## src/hw/rtl/ckl_pkg.sv

```systemverilog
// Shared types and constants for the codeword unpack and key lookup block.
// No dependencies; ckl_unpack, ckl_out_buf, the top level and the testbench import it.
package ckl_pkg;

	// Bit accumulator: leftover bits plus one freshly appended byte.
	localparam int ACC_W  = 32;
	localparam int WORK_W = ACC_W + 8;

	// Input item kinds.
	localparam logic KIND_KEY    = 1'b0;
	localparam logic KIND_CIPHER = 1'b1;

	// Configuration register indexes.
	localparam logic REG_CODE_WIDTH = 1'b0;
	localparam logic REG_KEY_LENGTH = 1'b1;

	// Configuration reset values.
	localparam logic [4:0]  CODE_WIDTH_RST = 5'd17;
	localparam logic [16:0] KEY_LENGTH_RST = 17'd65536;

	// Plain byte returned for a position outside the key.
	localparam logic [7:0] UNDERSCORE = 8'd95;

	// Control that accompanies one key store read.
	typedef struct packed {
		logic valid;
		logic oor;
		logic last;
	} rd_ctl_t;

	// One result transaction.
	typedef struct packed {
		logic [7:0] plain_byte;
		logic       out_of_range;
		logic       last;
	} result_t;

endpackage

```

## src/hw/rtl/ckl_unpack.sv

```systemverilog
// Bit accumulator and codeword sequencer: appends cipher bytes and issues one
// key store read per complete codeword. Depends on ckl_pkg.
module ckl_unpack import ckl_pkg::*; #(
	parameter int KEY_DEPTH      = 65536,
	parameter int MAX_CODE_WIDTH = 24,
	parameter int AW             = 16
) (
	input  logic          clk,
	input  logic          arst_n,
	input  logic          accept_cipher,
	input  logic [7:0]    data_byte,
	input  logic          end_of_message,
	input  logic [4:0]    code_width,
	input  logic [16:0]   key_length,
	input  logic          issue_ok,
	output logic          busy,
	output logic [AW-1:0] rd_addr,
	output rd_ctl_t       rd_ctl
);

	localparam int PW = MAX_CODE_WIDTH;

	typedef enum logic {ST_IDLE, ST_RUN} state_t;

	state_t            state_q;
	logic [WORK_W-1:0] work_q;
	logic [5:0]        cnt_q;
	logic [2:0]        n_q;
	logic              eom_q;

	logic [5:0]        w_eff;
	logic [31:0]       lim;
	logic              can_emit;
	logic              issue;
	logic [5:0]        new_cnt;
	logic [5:0]        keep_cnt;
	logic [WORK_W-1:0] shifted;
	logic [PW-1:0]     pos;
	logic [31:0]       pos_ext;
	logic              last_cw;
	logic              finish;
	logic [WORK_W-1:0] leftover;

	// Effective codeword width and key length.
	always_comb begin
		if (code_width == 5'd0) begin
			w_eff = 6'd1;
		end else if (6'(code_width) > 6'(MAX_CODE_WIDTH)) begin
			w_eff = 6'(MAX_CODE_WIDTH);
		end else begin
			w_eff = 6'(code_width);
		end
		if (32'(key_length) > 32'(KEY_DEPTH)) begin
			lim = 32'(KEY_DEPTH);
		end else begin
			lim = 32'(key_length);
		end
	end

	// Extract the oldest complete codeword.
	always_comb begin
		can_emit = (state_q == ST_RUN) && (cnt_q >= w_eff);
		issue    = can_emit && issue_ok;
		new_cnt  = cnt_q - w_eff;
		shifted  = work_q >> new_cnt;
		pos      = shifted[PW-1:0] & ~({PW{1'b1}} << w_eff);
		pos_ext  = 32'(pos);
		last_cw  = (new_cnt < w_eff) || (n_q == 3'd7);
		finish   = (state_q == ST_RUN) && (!can_emit || (issue && last_cw));
		keep_cnt = can_emit ? new_cnt : cnt_q;
		leftover = work_q & ~({WORK_W{1'b1}} << keep_cnt);
	end

	assign rd_addr      = pos_ext[AW-1:0];
	assign rd_ctl.valid = issue;
	assign rd_ctl.oor   = pos_ext >= lim;
	assign rd_ctl.last  = last_cw;
	assign busy         = (state_q == ST_RUN);

	// Sequencer state and accumulator.
	always_ff @(posedge clk or negedge arst_n) begin
		if (!arst_n) begin
			state_q <= ST_IDLE;
			work_q  <= '0;
			cnt_q   <= '0;
			n_q     <= '0;
			eom_q   <= 1'b0;
		end else begin
			unique case (state_q)
				ST_IDLE: begin
					if (accept_cipher) begin
						work_q  <= {work_q[ACC_W-1:0], data_byte};
						cnt_q   <= cnt_q + 6'd8;
						n_q     <= '0;
						eom_q   <= end_of_message;
						state_q <= ST_RUN;
					end
				end
				ST_RUN: begin
					if (finish) begin
						state_q <= ST_IDLE;
						if (eom_q || keep_cnt == 6'd0) begin
							work_q <= '0;
							cnt_q  <= '0;
						end else begin
							work_q <= leftover;
							cnt_q  <= keep_cnt;
						end
					end else if (issue) begin
						cnt_q <= new_cnt;
						n_q   <= n_q + 3'd1;
					end
				end
				default: begin
					state_q <= ST_IDLE;
				end
			endcase
		end
	end

endmodule

```

## config.mk

```make
export PLATFORM = sky130hd
export DESIGN_NAME = ckl_unpack
export DESIGN_NICKNAME = d
export VERILOG_FILES = /design/src/hw/rtl/ckl_pkg.sv /design/src/hw/rtl/ckl_unpack.sv
export SDC_FILE = /design/constraint.sdc
export NUM_CORES = 1
export LEC_CHECK = 0
export ABC_AREA = 1
export BUFFER_PORTS_ARGS = -buffer_cell sky130_fd_sc_hd__buf_2
export CORE_UTILIZATION = 55
export CTS_CLUSTER_DIAMETER = 80
export DETAILED_ROUTE_END_ITERATION = 8
export PLACE_DENSITY = 0.75
export SLEW_MARGIN = 20
export SYNTH_ARGS = -nofsm -noshare
export SYNTH_HDL_FRONTEND = slang
export SYNTH_SLANG_ARGS = --single-unit
```

## constraint.sdc

```tcl
create_clock -name clk -period 7.81 [get_ports clk]
set_clock_uncertainty 0.2 [all_clocks]
set_input_delay 0.3905 -clock clk [delete_from_list [all_inputs] [get_ports clk]]
set_output_delay 0.3905 -clock clk [all_outputs]
set_load 0.005 [all_outputs]
```

Word level (Yosys, flattened, before mapping)
Cells that the tools add are included.
W data, S select, Z words.
{ "word_totals": {"regBits": 51, "wordCells": 61} }
{ "classes": {"addsub": 3, "order_cmp": 5, "eq_ne": 6, "shift": 3, "muxes": 20, "bitwise": 5, "n_reduce_logical": 14} }
{ "op_table": {"columns": ["cell", "n"], "rows": [
  ["$mux W40", 3],
  ["$pmux W40 S2", 1],
  ["$and A40 B40 Y40", 1],
  ["$not A40 Y40", 1],
  ["$shl A40 B6 Y40 const A", 1],
  ["$shr A40 B6 Y24", 1],
  ["$mux W6", 6],
  ["$ge A24 B32 Y1", 1],
  ["$and A24 B24 Y24", 1],
  ["$not A24 Y24", 1],
  ["$shl A24 B6 Y24 const A", 1],
  ["$gt A17 B17 Y1 const B", 1],
  ["$mux W17", 1],
  ["$pmux W6 S2", 1],
  ["$mux W3", 3],
  ["$add A6 B4 Y6 const B", 1],
  ["$ge A6 B6 Y1", 1],
  ["$logic_not A6 Y1", 1],
  ["$lt A6 B6 Y1", 1],
  ["$pmux W3 S2", 1],
  ["$reduce_and A2 Y1", 3],
  ["$sub A6 B6 Y6", 1],
  ["$gt A5 B5 Y1 const B", 1],
  ["$logic_not A5 Y1", 1],
  ["other kinds (13)", 21]
]} }

Longest topological paths before layout
{ "depth": {"ltp_word": 12, "mapped_depth": 33} }

Least setup slack after synthesis
Ideal clock, no wire load.
{ "synth_timing": {"path_type": "input to output", "startpoint": "input port code_width[4]", "endpoint": "output port rd_ctl[1] (netlist bit)", "arrival_ns": 4.381, "t_required_ns": 7.220, "path_slack_ns": 2.838, "stages": 29, "n_path_buf": 3, "cell_sequence": "buf_2 clkinv_1 nand2_1 nor2_1 nand2_1 o21ai_0 ha_1 fa_1 xor2_1 buf_2 inv_2 clkbuf_1 nand3_1 o21ai_0 nand2_1 nand3_1 nand3_1 a22oi_1 ha_1 a21oi_1 nor2_1 a211oi_1 nand2_1 nand2_1 nand3_1 nand4_1 nand2_1 nand2_1 nand3_1"} }
{ "synth_lines": {"columns": ["item", "line_no", "rtl"], "rows": [
  ["start, declared", "ckl_unpack.sv:13", "input logic [4:0] code_width,"],
  ["end, declared", "ckl_unpack.sv:18", "output rd_ctl_t rd_ctl"]
]} }

==> impl_metrics.tcl <==
set metrics [dict create \
    grt_max_degree 52 \
    worstReg2RegStart "cnt_q[0]$_DFFE_PN0P_" \
    cp.buffers_inverters 7 \
    cts_root_buffer "clkbuf_8" \
    wl_met3_um 1350 \
    io_pins 55 \
    cpLargestDelayFamily "simple AND/OR/NAND/NOR gates" \
    htree_levels 2 \
    die_x_um 107 \
    wl_met1_um 8460 \
    netlist_top_cells_count "nand2_1, nand3_1, o21ai_0" \
    drc 0 \
    worst_slack_ns 1.91 \
    period_minus_slack_ns 5.90 \
    synth-edff-count 0 \
    yosysTopAreaCell "nand2_1" \
    dr.pass1.iters 6 \
    crit_path_end_kind "primary output" \
    async_reset_ff_frac 1.00 \
    gp_congestion 0.967 \
    drt-total-wl_um 18800 \
    yosysSeqAreaShare 0.210 \
    antenna_found_initial 0 \
    initial_core_util 0.564 \
    worst_pin_slew_ns 0.964 \
    cp.required_ns 7.22 \
    cts_tree "built" \
    worstPathMaxFanout 18 \
    synth_most_common_cell "nand2_1" \
    cap_violations 0 \
    yosysWarningCount 0 \
    vias_per_cell 5.80 \
    synth_ff_type "dfrtp_1" \
    drv_slew 0 \
    rsz0062_at_grt "no" \
    clk_pin_slew_ns 0.10 \
    insertedDiodeCount 0 \
    cp.arrival_ns 5.31 \
    area_growth_pct 7.19 \
    drive_above_1_share 0.113 \
    wl_met2_um 8400 \
    hold_viol 0 \
    holdBufCountCts 1 \
    slowest_delay_ns 0.62 \
    dp_hpwl_um 14700 \
    postCtsSetupBuffers 0 \
    startpoint "code_width[4]" \
    ys_types 51 \
    place_ws_ns 2.04 \
    cts_buffer_depth 2 \
    grt_usage 0.340 \
    highest_layer "met4" \
    synth_nets 1083 \
    die_h_um 107 \
    ant_nets 0 \
    cts_sinks 51 \
    syn_avg_cell_area_sq_um 6.01 \
    netlist.area_leader.share 0.223 \
    multi_input_area_sq_um 4260 \
    cts_buffers 5 \
    die_area_sq_um 11500 \
    utilization 0.605 \
    core-area_sq_um 10800 \
    max_freq_ghz 0.169 \
    placement.io_buffers 54 \
    grt_pass1_vias 6093 \
    gr-total-overflow 0 \
    status "finished clean" \
    netlist_area_sq_um 6090 \
    crit_type "in -> out" \
    timing.hold.ws_ns 0.0617 \
    routedWlPerCell_um 16.0 \
    finalSetupViolations 0 \
    finish.net_count 1103 \
    cts_resized 0 \
    drt_iter0_drc 674 \
    setup_tns_ns 0 \
    fillerInstances 1107 \
    relSlewSlack 0.357 \
    via_count 6818 \
    hp-class "in -> reg" \
    crit_path_top_delay_cell "ha_1" \
    grt_first_pass_wirelength_um 30500 \
    path_common_cell "nand2_1" \
    synthCells 1014 \
    period_share 0.756 \
    holdCritStartpoint "data_byte[1]" \
    start_kind "primary input" \
    synth.top_cells.by_area "nand2_1, dfrtp_1, nand3_1, o21ai_0, ha_1" \
    worstSkewPairLatency_ns 0.32 \
    seq_area_sq_um 1280 \
    rows 38 \
    ys_ff_latch 51 \
]
-- cell type report --
cell class                      instances  share of cell area
Multi-Input combinational cell        827               0.653
Sequential cell                        51               0.195
Timing Repair Buffer                   67              0.0567
Inverter                               82              0.0475
Tap cell                              140              0.0268
Clock buffer                            5              0.0105
Clock inverter                          3              0.0103
-- state kept, by name (all words and copies together) (netlist names) --
signal  count
n_q         3
work_q     40
busy        1
eom_q       1
cnt_q       6
-- routing by layer --
metal | up-vias | track usage
li1 | 3394 | -
met5 | - | 0
met3 | 42 | 0.0359
met1 | 3068 | 0.476
met4 | 0 | 0.133
met2 | 314 | 0.536
-- logic make-up (layout without fill, tap and decap cells) --
| logic type | count (synthesis) | count (layout) | synth area share |
|---|---|---|---|
| AND/OR/NAND/NOR | 599 | 599 | 0.440 |
| AO/OA/AOI/OAI | 183 | 183 | 0.168 |
| buffers and inverters | 136 | 157 | 0.0922 |
| flip-flops | 51 | 51 | 0.210 |
| adder cells (fa/ha/maj) | 34 | 34 | 0.0723 |
| multiplexers | 9 | 9 | 0.0148 |
| XOR/XNOR | 2 | 2 | 0.00288 |
-- worst register-to-register path, stage by stage (launching register included) --
cell      delay [ns]
dfrtp_1         0.42
inv_1           0.12
ha_1            0.27
fa_1            0.47
inv_1           0.09
nand3_1         0.10
nand3b_1        0.11
nand2_1         0.07
inv_1           0.51
buf_4           0.31
ha_1            0.25
nand2_1         0.07
inv_1           0.03
nand2_1         0.04
nand3_1         0.15
nand3_2         0.27
nand2_4         0.08
nand2_4         0.37
nand3_1         0.24
nand3_1         0.12
nand2_1         0.05
-- cell usage in the layout (no fill, tap or decap), types with 16 or more instances in the layout --
master / instances
a21oi_1: 40
buf_2: 54
dfrtp_1: 51
ha_1: 32
inv_1: 75
nand2_1: 362
nand3_1: 119
nand4_1: 16
nor2_1: 51
o21ai_0: 97
-- worst paths after layout --
path / end / slack [ns] / depth (start not counted)
max: rd_ctl[1] / 1.91 / 32
min: work_q[1]$_DFFE_PN0P_ / 0.06 / 3
max reg2reg: work_q[1]$_DFFE_PN0P_ / 3.38 / 20
min reg2reg: n_q[1]$_DFFE_PN0P_ / 0.29 / 2
max in group asynchronous: work_q[36]$_DFFE_PN0P_ / 6.45 / 3
min in group asynchronous: eom_q$_DFFE_PN0P_ / 0.51 / 3
-- through the flow --
stage / std cells / instance area, sq um
floorplan: 1014 / 6090
global placement: 1166 / 6380
finish: 1175 / 6530
global route: 1175 / 6530
CTS: 1175 / 6530
detailed placement: 1166 / 6380
Power is left out: the tool's default activity adds up to more than one toggle a clock period on the data nets, which glitch-free logic cannot reach.
