<file path="src/hw/rtl/ckl_pkg.sv">
// Shared types and constants for the codeword unpack and key lookup block.
// No dependencies; ckl_unpack, ckl_out_buf, the top level and the testbench import it.
package ckl_pkg;

	// Bit accumulator: leftover bits plus one freshly appended byte.
	localparam int ACC_W  = 32;
	localparam int WORK_W = ACC_W + 8;

	// Input item kinds.
	localparam logic KIND_KEY    = 1'b0;
	localparam logic KIND_CIPHER = 1'b1;

	// Configuration register indexes.
	localparam logic REG_CODE_WIDTH = 1'b0;
	localparam logic REG_KEY_LENGTH = 1'b1;

	// Configuration reset values.
	localparam logic [4:0]  CODE_WIDTH_RST = 5'd17;
	localparam logic [16:0] KEY_LENGTH_RST = 17'd65536;

	// Plain byte returned for a position outside the key.
	localparam logic [7:0] UNDERSCORE = 8'd95;

	// Control that accompanies one key store read.
	typedef struct packed {
		logic valid;
		logic oor;
		logic last;
	} rd_ctl_t;

	// One result transaction.
	typedef struct packed {
		logic [7:0] plain_byte;
		logic       out_of_range;
		logic       last;
	} result_t;

endpackage

</file>
<file path="src/hw/rtl/ckl_out_buf.sv">
// Two-entry result buffer that decouples key store reads from the output
// stall. Depends on ckl_pkg.
module ckl_out_buf import ckl_pkg::*; (
	input  logic       clk,
	input  logic       arst_n,
	input  logic       push,
	input  result_t    push_data,
	input  logic       pop,
	output logic       not_empty,
	output logic [1:0] level,
	output result_t    head
);

	result_t    buf_q [2];
	logic       wr_ptr_q;
	logic       rd_ptr_q;
	logic [1:0] level_q;

	// Entry storage; payload needs no reset.
	always_ff @(posedge clk) begin
		if (push) begin
			buf_q[wr_ptr_q] <= push_data;
		end
	end

	// Pointers and fill level.
	always_ff @(posedge clk or negedge arst_n) begin
		if (!arst_n) begin
			wr_ptr_q <= 1'b0;
			rd_ptr_q <= 1'b0;
			level_q  <= '0;
		end else begin
			if (push) begin
				wr_ptr_q <= ~wr_ptr_q;
			end
			if (pop) begin
				rd_ptr_q <= ~rd_ptr_q;
			end
			level_q <= level_q + 2'(push) - 2'(pop);
		end
	end

	assign not_empty = (level_q != 2'd0);
	assign level     = level_q;
	assign head      = buf_q[rd_ptr_q];

endmodule

</file>
<file path="config.mk">
export PLATFORM = sky130hd
export DESIGN_NAME = ckl_out_buf
export DESIGN_NICKNAME = d
export VERILOG_FILES = /design/src/hw/rtl/ckl_pkg.sv /design/src/hw/rtl/ckl_out_buf.sv
export SDC_FILE = /design/constraint.sdc
export NUM_CORES = 1
export LEC_CHECK = 0
export ABC_AREA = 0
export BUFFER_PORTS_ARGS = -buffer_cell sky130_fd_sc_hd__buf_2
export CORE_UTILIZATION = 45
export DETAILED_ROUTE_END_ITERATION = 10
export PLACE_DENSITY = 0.74
export SYNTH_ARGS = -nofsm -noshare
export SYNTH_HDL_FRONTEND = slang
export SYNTH_SLANG_ARGS = --single-unit
export TNS_END_PERCENT = 5
</file>
<file path="constraint.sdc">
create_clock -name clk -period 1.49 [get_ports clk]
set_input_delay 0.298 -clock clk [delete_from_list [all_inputs] [get_ports clk]]
set_output_delay 0.298 -clock clk [all_outputs]
set_load 0.005 [all_outputs]
</file>
* Yosys cells after proc, flatten, opt, wreduce, memory -nomap -nowiden
Memory sizes are Yosys's and may differ from the RTL's. Index checks and enable logic that the tools add are counted.
Operators by class: add/subtract/negate cells 2, mux-type cells 2, bitwise operators 2, reduce and logical (&&, ||, !) cells 1
Operators by type and width (count):
- $add 2x1->2 | 1
- $mux 1 | 2
- $not 1->1 | 2
- $reduce_bool 2->1 | 1
- $sub 2x1->2 | 1
Word-level totals: register bits 4, bits in writable memories 20, bits of input ports 14, output and inout bits 13, word-level logic and storage cells 11, memories 1
Memory list:
- buf_q | words 2, width 10, read ports 1, clocked after Yosys merged registers in 0, wr ports 1, RTL line ckl_out_buf.sv:14 | result_t buf_q [2];

* Longest topological paths before layout
Gate-level depths: netlist of run 1.
depth after elaboration 2, mapped depth 5, depth with buffers taken out 5

* Worst setup path before layout of run 1
Ideal clock, no wire load.
path type reg-to-reg, from register wr_ptr_q, to memory buf_q[0][0] (netlist name), enable pin, library setup time 377 ps, data arrival time 876 ps, data required time 1113 ps, setup slack 237 ps, stages on the path, launching flop included 2, path buffers 0, period minus slack after synthesis 1253 ps, path through dfrtp_1 > nor2b_1
RTL lines:
- start, declared | RTL line ckl_out_buf.sv:15 | logic wr_ptr_q;
- start signal, assigned | RTL line ckl_out_buf.sv:34 | wr_ptr_q <= ~wr_ptr_q;
- end, declared | RTL line ckl_out_buf.sv:14
No word-level cell before the write port.

==> results.md, run 1 <==
- The flow ran to the end, but the final reports show violations.
- The checks that failed: negative setup slack.
- The detailed-route wire length per cell is 11.5 um.
- The final cell area excluding filler cells is 0.00124 sq mm.
- The Yosys warning count is 0.
- The count of clock tree sinks is 24.
- Wires add up to 1.21 mm.
- The buffer cell driving the clock tree root is clkbuf_4.
- Entering global routing, the biggest net connects 14 pins.
- The number of standard cells after synthesis is 45.
- The final-report max-slew violation count was 0.
- The number of buffers inserted to repair setup after CTS is 0.
- The worst slack at placement is 0.239 ns.
- In the final design database the tool counted 95 nets.
- The number of clock buffers added by TritonCTS is 3.
- The type of element capturing the critical path is an output port.
- The worst hold path belongs to the class in -> reg.
- The detail route stage leaves a number of antenna-violating nets equal to 0.
- The instance area at placement is 0.00113 sq mm.
- The areal power density over the cells is 1720 mW/mm^2.
- In this run the core area contains 16 standard-cell rows.
- The post-synthesis instance area is 951 sq um.
- The initial antenna violation count is 0.
- Clock-pin slew was measured on the worst setup and hold paths at 0.11 ns.
- The area growth from synthesis to layout is 30.0%.
- The final weighted congestion in routability-driven placement is 0.604.
- For this run, the register share of the synthesized area comes to 73.7%.
- The repair_antennas step left the layout with diodes totalling 0.
- Detailed placement finished with a half-perimeter wire length of 885 um.
- For the pin with the worst max-slew slack, the measured transition is 0.462 ns.
- The number of hold violations in the final report was 0.
- The relative slew slack is 69.2%.
- The die covers 0.00230 sq mm.
- The number of buffers and inverters on the critical path is 2.
- Counting distinct cell types in the post-synthesis netlist gives 12.
- TritonCTS built the clock tree.
- Setup repair after global routing could not meet its margin everywhere.
- STA puts the critical path data required time at 1.19 ns.
- The aggregate global-route resource usage is 11.1%.
- The setup slack after layout is -0.0868 ns.
- The launch instance of the worst register-to-register path is level[0].
- Counting cells, the worst reg-to-reg path comes to 5.
- The global-route congestion overflow total is 0.
- The worst-case register-to-register setup slack is 0.29 ns.
- STA puts the critical path data arrival time at 1.28 ns.
- The standby leakage power is 0.533 nW.
- The number of global-route vias before repair was 429.
- The die is 48.0 um wide.
- The first global-routing pass estimated 1.68 mm of wire.
- The critical path is of the reg -> out type.
- The mean area per synthesized cell is 21.1 sq um.
- The sink of the worst hold path is buf_q[0][1].
- No sink is reached through more buffers than the 2 on the longest clock path.
- The worst register-to-register path ends at level[1].
- On the critical path, the stage with the largest delay is an instance of dfrtp_1.
- The most repeated library cell on the critical path is buf_6.
- The startpoint of the worst hold path is push_data[1].
- Measured along the y axis, the die boundary spans 48.0 um.
- After synthesis the netlist holds a flip-flop and latch count of 24.
- The ratio of cells with drive above 1 in the final layout is 55.1%.
- Along the worst hold path, the cell count comes to 1.
- The leading cell type in the layout, fill and taps excluded is edfxtp_1.
- The final critical-path share of the clock period is 106%.
- The net count after synthesis is 61.
- Pin placement for this block handled 27 I/O pins.
- Max-cap violations in this run came to 0.
- Grouping stages by cell kind, the critical path spends the most delay in flip-flops.
- The area of the core is 0.00198 sq mm.
- The time the worst path needs with I/O delays and setup is 1.58 ns.
- On the final layout, the worst clock skew is 0.000572 ns.
- The highest net fanout along the worst path is 6.
- The signal on the critical path passes through buf_6 -> mux2_4 -> buf_6.
- The worst-case IR drop observed on VDD is 0.880 mV.
- The initial utilization of the core area, before any placement, comes to 48.0%.
- Using the TritonRoute via totals, the vias-per-cell ratio works out to 4.58.
- The delay of the slowest cell on the worst path is 0.42 ns.
- The first-iteration detailed-routing DRC count is 1.
- The detailed router placed 481 vias in this run.
- The insertion delay of the later-clocked pin in the worst-skew pair is 0.29 ns.
- In the routed design, unresolved DRC markers number 0.
- The setup violation total in the final timing report is 10.
- Static timing analysis puts the maximum clock frequency at 0.634 GHz.
- The first-pass iteration count of the detailed router is 2.
- The worst setup path is launched from a flip-flop.
- The start point of the critical path is rd_ptr_q.
- The count of buffers from port buffering is 26.
- The H-tree depth reported by CTS is 1.
- The top cell types in the final layout, fill and taps aside, are edfxtp_1, buf_2, buf_6, mux2_4, dfrtp_1.
[worst reg2reg max path, cell delays in order (launching register included)]
cell and delay (ns):
dfrtp_1 0.38, inv_1 0.05, ha_1 0.26, inv_1 0.05
ha_1 0.14, xor3_1 0.20
[area by class of cell]
cell class              instances  area [sq um]
repair buffers                 30           233
inverters                       2          7.51
fillers                       150           746
well taps                      27          33.8
flip-flops and latches         24           701
multi-input cells              18           235
clock buffers                   4          26.3
[metrics by stage]
step	setup TNS, ns	std cells	util, %	hold slack [ns]	total power [W]
2_1_floorplan	0	45	-	0.00241	0.00145
3_3_place_gp	0	100	56.8	0.107	0.00169
3_5_place_dp	0	100	56.8	0.110	0.00170
4_1_cts	-0.792	105	60.5	0.177	0.00206
5_1_grt	-1.27	105	62.4	0.174	0.00227
6_report	-0.840	105	62.4	0.187	0.00213
[synth_stat cells]
master	n	area (sq um)
and2_1	1	6.26
nor2b_1	1	6.26
edfxtp_1	20	601
dfrtp_1	4	100
inv_1	2	7.51
xor2_1	2	17.5
mux2_2	1	11.3
or2_2	1	6.26
buf_6	1	11.3
xor3_1	1	23.8
mux2_4	9	135
ha_1	2	25.0
[registers in the layout, summed over array words and instances, names as in the netlist]
name,count
buf_q,20
level,2
rd_ptr_q,1
wr_ptr_q,1
[report_power, final]
part	internal (W)	total, W	switching [W]
Sequential	0.000909	0.000976	0.0000677
Clock	0.000104	0.000267	0.000163
Combinational	0.000577	0.000883	0.000305
[per-layer routing]
layer	wire length, um	GRT usage, %	share of wire [%]
met5	0	0	0
met4	9	5.00	0.74
met3	69	3.02	5.7
met2	652	20.3	54
met1	478	11.9	40
[worst max path at each step]
stage | slack (ns) | endpoint | depth (start not counted)
after floorplan | 0.24 | buf_q[0][0] | 1
after global placement | 0.24 | head[9] | 3
after detailed placement | 0.24 | head[9] | 3
after CTS | -0.08 | head[5] | 3
after global routing | -0.13 | head[7] | 3
final | -0.09 | head[7] | 3
[timing repair]
| action | 4_1_cts | 5_1_grt |
|---|---|---|
| hold buffers | 1 | 0 |
| endpoints found under the setup margin | 10 | 10 |
| pin swaps | 0 | 0 |
| hold endpoints to repair | 4 | 0 |
| resized for setup | 7 | 6 |
[kinds of logic after synthesis]
family                     synth area share, %
DFF                                       73.7
muxes                                     15.4
xor gates and xnor gates                  4.34
buffers and inverters                     1.97
and+or+nand+nor                           1.97
adders and majority gates                 2.63
(Power assumes the default switching activity.)
==> run 2, diff against run 1 <==
--- a/config.mk
+++ b/config.mk
@@ -10,6 +10,7 @@
 export CORE_UTILIZATION = 45
 export DETAILED_ROUTE_END_ITERATION = 10
 export PLACE_DENSITY = 0.74
+export SLEW_MARGIN = 20
 export SYNTH_ARGS = -nofsm -noshare
 export SYNTH_HDL_FRONTEND = slang
 export SYNTH_SLANG_ARGS = --single-unit
==> constraint.sdc (replaced) <==
create_clock -name clk -period 1.49 [get_ports clk]
set_input_delay 0.2235 -clock clk [delete_from_list [all_inputs] [get_ports clk]]
set_output_delay 0.2235 -clock clk [all_outputs]
set_load 0.005 [all_outputs]
==> results.md, run 2 (synthesis results as in run 1) <==
- The first-pass GRT wire length is 1.87 mm (+11%).
- The aggregate global-route resource usage is 12.8% (+1.7 points).
- The number of buffers on the longest clock path was 2 (unchanged).
- The time the worst path needs with I/O delays and setup is 1.52 ns (-0.0589 ns).
- The global-route congestion overflow total is 0 (unchanged).
- The register with the most flip-flops is buf_q.
- The worst clock skew is 0.00184 ns (+0.00127 ns).
- The proportion of total power due to net switching is 25.6% (+0.44 points).
- The starting utilization of the core area is 48.0% (unchanged).
- The type of the worst setup path is reg -> out.
- The first-iteration detailed-routing DRC count is 6 (+5).
- The total of fill cells in the finished design is 150 (unchanged).
- The utilization after layout was 63.3% (+0.88 points).
- The first-pass iteration count of the detailed router is 3 (+1).
- The share of power burned in the clock network is 15.0% (+2.5 points).
- Traced cell by cell, the critical path runs through buf_6 -> mux2_4 -> buf_6.
- The number of buffers inserted to repair setup after CTS is 0 (unchanged).
- The final weighted congestion in routability-driven placement is 0.602 (-0.35%).
- Setup repair after global routing could not meet its margin everywhere.
- The final-report max-slew violation count is 0 (unchanged).
- The ratio of cells with drive above 1 in the final layout is 57.0% (+1.8 points).
- The routed via count divided by cell count is 4.60 (+0.50%).
- The final total power is 0.00221 W (+4.1%).
- The pin count of the biggest net entering global routing came to 14 (unchanged).
- The relative slew slack is 67.8% (-1.4 points).
- The required time reported for the critical path endpoint is 1.27 ns (+0.08 ns).
- The worst hold path belongs to the class in -> reg.
- The switching power summed over all nets was 0.000568 W (+5.9%).
- The upper clock frequency limit is 0.659 GHz (+3.9%).
- The dominant delay contributor by cell family on the critical path is flip-flops.
- The combinational share of power is 41.0% (-0.5 points).
- The clock tree from TritonCTS is built.
- The H-tree depth reported by CTS is 1 (unchanged).
- The buffering stage count on the worst path with inverters included came to 2 (unchanged).
- The register cell area after layout is 701 sq um (unchanged).
- The leading cell type in the layout, fill and taps excluded is edfxtp_1.
- The most repeated library cell on the critical path is buf_6.
- The endpoint arrival time on the critical path is 1.29 ns (about the same).
- The number of global-route vias before repair came to 445 (+3.7%).
- The detailed-placement wirelength estimate was 918 um (+3.8%).
- The via count was 488 (+1.5%).
- The number of hold violations in the final report is 0 (unchanged).
- The run finished, with violations left.
- The remaining antenna violation count is 0 (unchanged).
- The worst slack at placement is 0.293 ns (+0.0545 ns).
- The buffer cell driving the clock tree root is clkbuf_4.
- The worst ir drop on vdd is 0.967 mV (+9.8%).
- The number of diodes added for antenna fixing is 0 (unchanged).
- The flip-flop count of the largest register after layout is 20 (unchanged).
- The standby leakage power was 0.544 nW (+2.1%).
- STA classifies the critical path startpoint as a flip-flop.
- Leaving out fill and tap cells, the most frequent cells in the layout are edfxtp_1, buf_2, buf_6, mux2_4, dfrtp_1.
- The setup violation total in the final timing report came to 10 (unchanged).
- The clock buffer count from CTS is 3 (unchanged).
- The clock slew at the register clock pins of the worst setup and hold paths was 0.12 ns (about the same).
- The initial antenna violation count is 0 (unchanged).
- The proportion of power drawn by flip-flops and latches is 44.0% (-1.9 points).
- The setup slack after layout is -0.0279 ns (+0.0589 ns).
- The count of clock tree sinks is 24 (unchanged).
- The area of the core came to 0.00198 sq mm (unchanged).
- The highest net fanout along the worst path came to 7 (+1).
- The actual slew at the worst max-slew pin is 0.484 ns (+0.0216 ns).
- The standard-cell row count came to 16 (unchanged).
- The max-capacitance violation count was 0 (unchanged).
- The largest individual stage delay along the critical path comes from the cell dfrtp_1.
- The die extent in x is 48.0 um (unchanged).
- The internal cell power is 0.00165 W (+3.5%).
- The total number of nets in the final design is 96 (+1.1%).
- The areal power density over the cells is 1770 mW/mm^2 (+2.6%).
- The final critical-path share of the clock period was 102% (-4.0 points).
- The type of element capturing the critical path is an output port.
- The final wirelength is 1.34 mm (+10%).
- The multi-input combinational cell area is 235 sq um (unchanged).
- The insertion delay of the later-clocked pin in the worst-skew pair came to 0.31 ns (+0.02 ns).
- The delay of the slowest cell on the worst path came to 0.42 ns (about the same).
- The number of top-level design ports is 27 (unchanged).
- The DRC violations left is 0 (unchanged).
- The layout overhead on the synthesized area is 31.8%.
- The total die area was 0.00230 sq mm (unchanged).
- The vertical die dimension is 48.0 um (unchanged).
- The detailed-route wire length per cell is 12.6 um (+9.4%).
- The checks that failed: negative setup slack.
- The count of buffers from port buffering is 26 (unchanged).
run 2: cell types whose count changed in the layout (fill, tap and decap cells not counted):
cell and delta:
clkbuf_8 +1, buf_4 +1, clkbuf_1 -1
run 2: worst paths after layout:
check,from,cells after the start,end,slack (ns)
max in group asynchronous,arst_n,2,rd_ptr_q,1.14
setup / recovery,rd_ptr_q,3,head[8],-0.03
hold reg to reg,wr_ptr_q,1,wr_ptr_q,0.49
min in group asynchronous,arst_n,2,wr_ptr_q,0.23
hold / removal,push_data[4],1,buf_q[1][4],0.09
setup reg to reg,level[0],5,level[1],0.31
run 2: what timing repair did:
action | CTS | global route
resized for setup | 7 | 6
hold endpoints to repair | 4 | 0
gates cloned | 0 | 0
setup endpoints to repair | 10 | 10
hold buffers | 1 | 0
run 2: area by class of cell:
type	count	area share, %
flip-flops and latches	24	55.9
repair buffers	31	19.2
multi-input cells	18	18.8
clock buffers	4	2.89
well taps	27	2.69
inverters	2	0.599
run 2: stage by stage:
| stage | instance area, sq um | cells | hold WS, ns | TNS (ns) |
|---|---|---|---|---|
| finish | 1250 | 106 | 0.0940 | -0.208 |
| global route | 1250 | 106 | 0.0844 | -0.709 |
| CTS | 1220 | 106 | 0.0853 | -0.294 |
| detailed placement | 1130 | 101 | 0.0362 | 0 |
| global placement | 1130 | 101 | 0.0335 | 0 |
| floorplan | 951 | 45 | -0.0721 | 0 |
run 2: metal layers:
layer / vias to the layer above / routed length, um / track usage (%)
met4: 0 / 18 / 6.67
met3: 2 / 34 / 3.40
met5: - / 0 / 0
met1: 236 / 553 / 16.4
li1: 235 / - / -
met2: 15 / 729 / 20.0
run 2: power by group through the flow:
stage	logic, W	clock network (W)	registers [W]
6_report	0.000907	0.000332	0.000974
5_1_grt	0.00100	0.000362	0.000990
4_1_cts	0.000831	0.000345	0.000973
3_5_place_dp	0.000734	0	0.000986
3_3_place_gp	0.000719	0	0.000979
2_1_floorplan	0.000471	0	0.000982
==> run 3, diff against run 2 <==
--- a/config.mk
+++ b/config.mk
@@ -10,6 +10,7 @@
 export CORE_UTILIZATION = 45
 export DETAILED_ROUTE_END_ITERATION = 10
 export PLACE_DENSITY = 0.74
+export REMOVE_ABC_BUFFERS = 1
 export SLEW_MARGIN = 20
 export SYNTH_ARGS = -nofsm -noshare
 export SYNTH_HDL_FRONTEND = slang
==> results.md, run 3 (synthesis results as in run 1) <==
- The areal power density over the cells is 1820 mW/mm^2 (+3.3%).
- The total die area was 0.00230 sq mm (unchanged).
- The remaining antenna violation count came to 0 (unchanged).
- Traced cell by cell, the critical path runs through buf_6 -> mux2_4 -> buf_6.
- The final wirelength is 1.18 mm (-12%).
- The relative slew slack came to 68.1% (+0.33 points).
- The type of element capturing the critical path is an output port.
- The setup TNS after final layout came to -0.164 ns (+0.0435 ns).
- The buffer cell driving the clock tree root is clkbuf_4.
- The worst clock skew is 0.00455 ns (+0.00271 ns).
- The H-tree depth reported by CTS is 1 (unchanged).
- The startpoint of the worst hold path is push_data[9].
- The top cell types in the final layout, fill and taps aside, are edfxtp_1, buf_2, buf_6, mux2_4, dfrtp_1.
- The DRC violations left is 0 (unchanged).
- The startpoint identified for the worst register-to-register timing path is level[0].
- The insertion delay of the later-clocked pin in the worst-skew pair is 0.30 ns (about the same).
- The tightest min-delay check is of the in -> reg type.
- In this design, the critical path's most frequently occurring cell is buf_6.
- The first-pass GRT wire length was 1.70 mm (-9.2%).
- The number of cells after detailed placement is 100 (-0.99%).
- The count of buffers from port buffering came to 26 (unchanged).
- The via count is 469 (-3.9%).
- The total of fill cells in the finished design is 135 (-10%).
- The first-iteration detailed-routing DRC count was 6 (unchanged).
- The aggregate global-route resource usage was 12.0% (-0.78 points).
- Setup repair after global routing could not meet its margin everywhere.
- The number of hold violations in the final report is 0 (unchanged).
- The checks that failed: negative setup slack.
- The pin count of the biggest net entering global routing is 15 (+1).
- The leading cell type in the layout, fill and taps excluded is edfxtp_1.
- The final weighted congestion in routability-driven placement is 0.598 (-0.58%).
- The die extent in x came to 48.0 um (unchanged).
- The layout overhead on the synthesized area is 32.8%.
- The flow ran to the end, but the final reports show violations.
- The max-capacitance violation count is 0 (unchanged).
- The standby leakage power was 0.546 nW (+0.33%).
- The worst slack at placement is 0.294 ns (+0.00136 ns).
- The final critical-path share of the clock period is 101% (-0.38 points).
- The total number of nets in the final design came to 95 (-1.0%).
- buf_q holds more flip-flops than any other register.
- The global-route congestion overflow total was 0 (unchanged).
- The clock buffer count from CTS is 3 (unchanged).
- The standard-cell row count is 16 (unchanged).
- The number of global-route vias before repair is 408 (-8.3%).
- The setup violation total in the final timing report is 10 (unchanged).
- The final-report max-slew violation count is 0 (unchanged).
- The initial antenna violation count is 0 (unchanged).
- The clock slew at the register clock pins of the worst setup and hold paths was 0.12 ns (about the same).
- The ratio of cells with drive above 1 in the final layout was 56.4% (-0.55 points).
- The count of clock tree sinks is 24 (unchanged).
- The type of the worst setup path is reg -> out.
- The routed via count divided by cell count was 4.47 (-3.0%).
- The area of the core is 0.00198 sq mm (unchanged).
- The start point of the critical path is rd_ptr_q.
- The starting utilization of the core area is 48.0% (unchanged).
- The highest net fanout along the worst path came to 7 (unchanged).
- The required time reported for the critical path endpoint is 1.27 ns (about the same).
- The time the worst path needs with I/O delays and setup is 1.51 ns (-0.00573 ns).
- The detailed-placement wirelength estimate is 832 um (-9.4%).
- The vertical die dimension is 48.0 um (unchanged).
- The utilization after layout was 63.7% (+0.44 points).
- The number of diodes added for antenna fixing is 0 (unchanged).
- The number of top-level design ports is 27 (unchanged).
- The worst setup path is launched from a flip-flop.
- The number of buffers on the longest clock path is 2 (unchanged).
- The slowest stage of the critical path is the dfrtp_1 cell.
- The endpoint arrival time on the critical path was 1.29 ns (about the same).
- The actual slew at the worst max-slew pin was 0.479 ns (-0.00503 ns).
- The delay of the slowest cell on the worst path was 0.42 ns (about the same).
- The first-pass iteration count of the detailed router was 2 (-1).
- The upper clock frequency limit is 0.661 GHz (+0.38%).
- The clock tree from TritonCTS is built.
- The detailed-route wire length per cell is 11.2 um (-11%).
- The worst ir drop on vdd is 1.12 mV (+16%).
- The flip-flop count of the largest register after layout is 20 (unchanged).
- The setup slack after layout came to -0.0222 ns (+0.00573 ns).
- The filler-free cell count of the finished design is 105 (-0.94%).
[run 3: changes by cell type in the layout (fill, tap and decap cells not counted)]
cell       before  now
buf_4           2    1
bufinv_16       0    1
clkbuf_8        1    0
[run 3: final timing paths]
kind | to | slack [ns] | depth (start not counted)
setup / recovery | head[1] | -0.02 | 3
hold / removal | buf_q[1][9] | 0.09 | 1
setup reg to reg | level[1] | 0.28 | 5
hold reg to reg | wr_ptr_q | 0.50 | 1
max in group asynchronous | level[1] | 1.13 | 2
min in group asynchronous | rd_ptr_q | 0.23 | 2
[run 3: layout make-up]
cell class | instances | area, sq um | area share [%]
inverter | 2 | 7.51 | 0.595
timing repair buffer | 30 | 233 | 18.4
tap | 27 | 33.8 | 2.68
clock inverter | 1 | 30.0 | 2.38
multi-input combinational | 18 | 235 | 18.6
clock buffer | 3 | 22.5 | 1.78
sequential | 24 | 701 | 55.5
[run 3: repair_timing]
action | 4_1_cts | 5_1_grt
endpoints found under the setup margin | 10 | 10
resized for setup | 6 | 7
cloned | 0 | 0
endpoints found under the hold margin | 4 | 0
hold buffers | 1 | 0
buffers inserted | 0 | 0
[run 3: power by group]
part | internal, W | total [W] | switching, W
Sequential | 0.000909 | 0.000973 | 0.0000645
Combinational | 0.000578 | 0.000881 | 0.000303
Clock | 0.000272 | 0.000448 | 0.000176
Total | 0.00176 | 0.00230 | 0.000544
[run 3: critical path: cells and delay by family (launching register included)]
kind / cells / cell delay [ns]
flops: 1 / 0.42
buf+inv: 2 / 0.26
mux: 1 / 0.30
[run 3: layer usage]
| metal | global-route usage [%] | up-vias | part of all wire, % |
|---|---|---|---|
| li1 | - | 233 | - |
| met1 | 15.7 | 217 | 48 |
| met2 | 16.5 | 17 | 47 |
| met3 | 2.26 | 2 | 4.0 |
| met4 | 11.7 | 0 | 1.4 |
| met5 | 0 | - | 0 |
[run 3: through the flow]
step	hold slack, ns	power [W]	instance area [sq um]
after global routing	0.0848	0.00244	1260
after CTS	0.0819	0.00223	1220
after detailed placement	0.0375	0.00170	1130
after floorplan	-0.0721	0.00142	940
after global placement	0.0348	0.00168	1130
final	0.0938	0.00230	1260
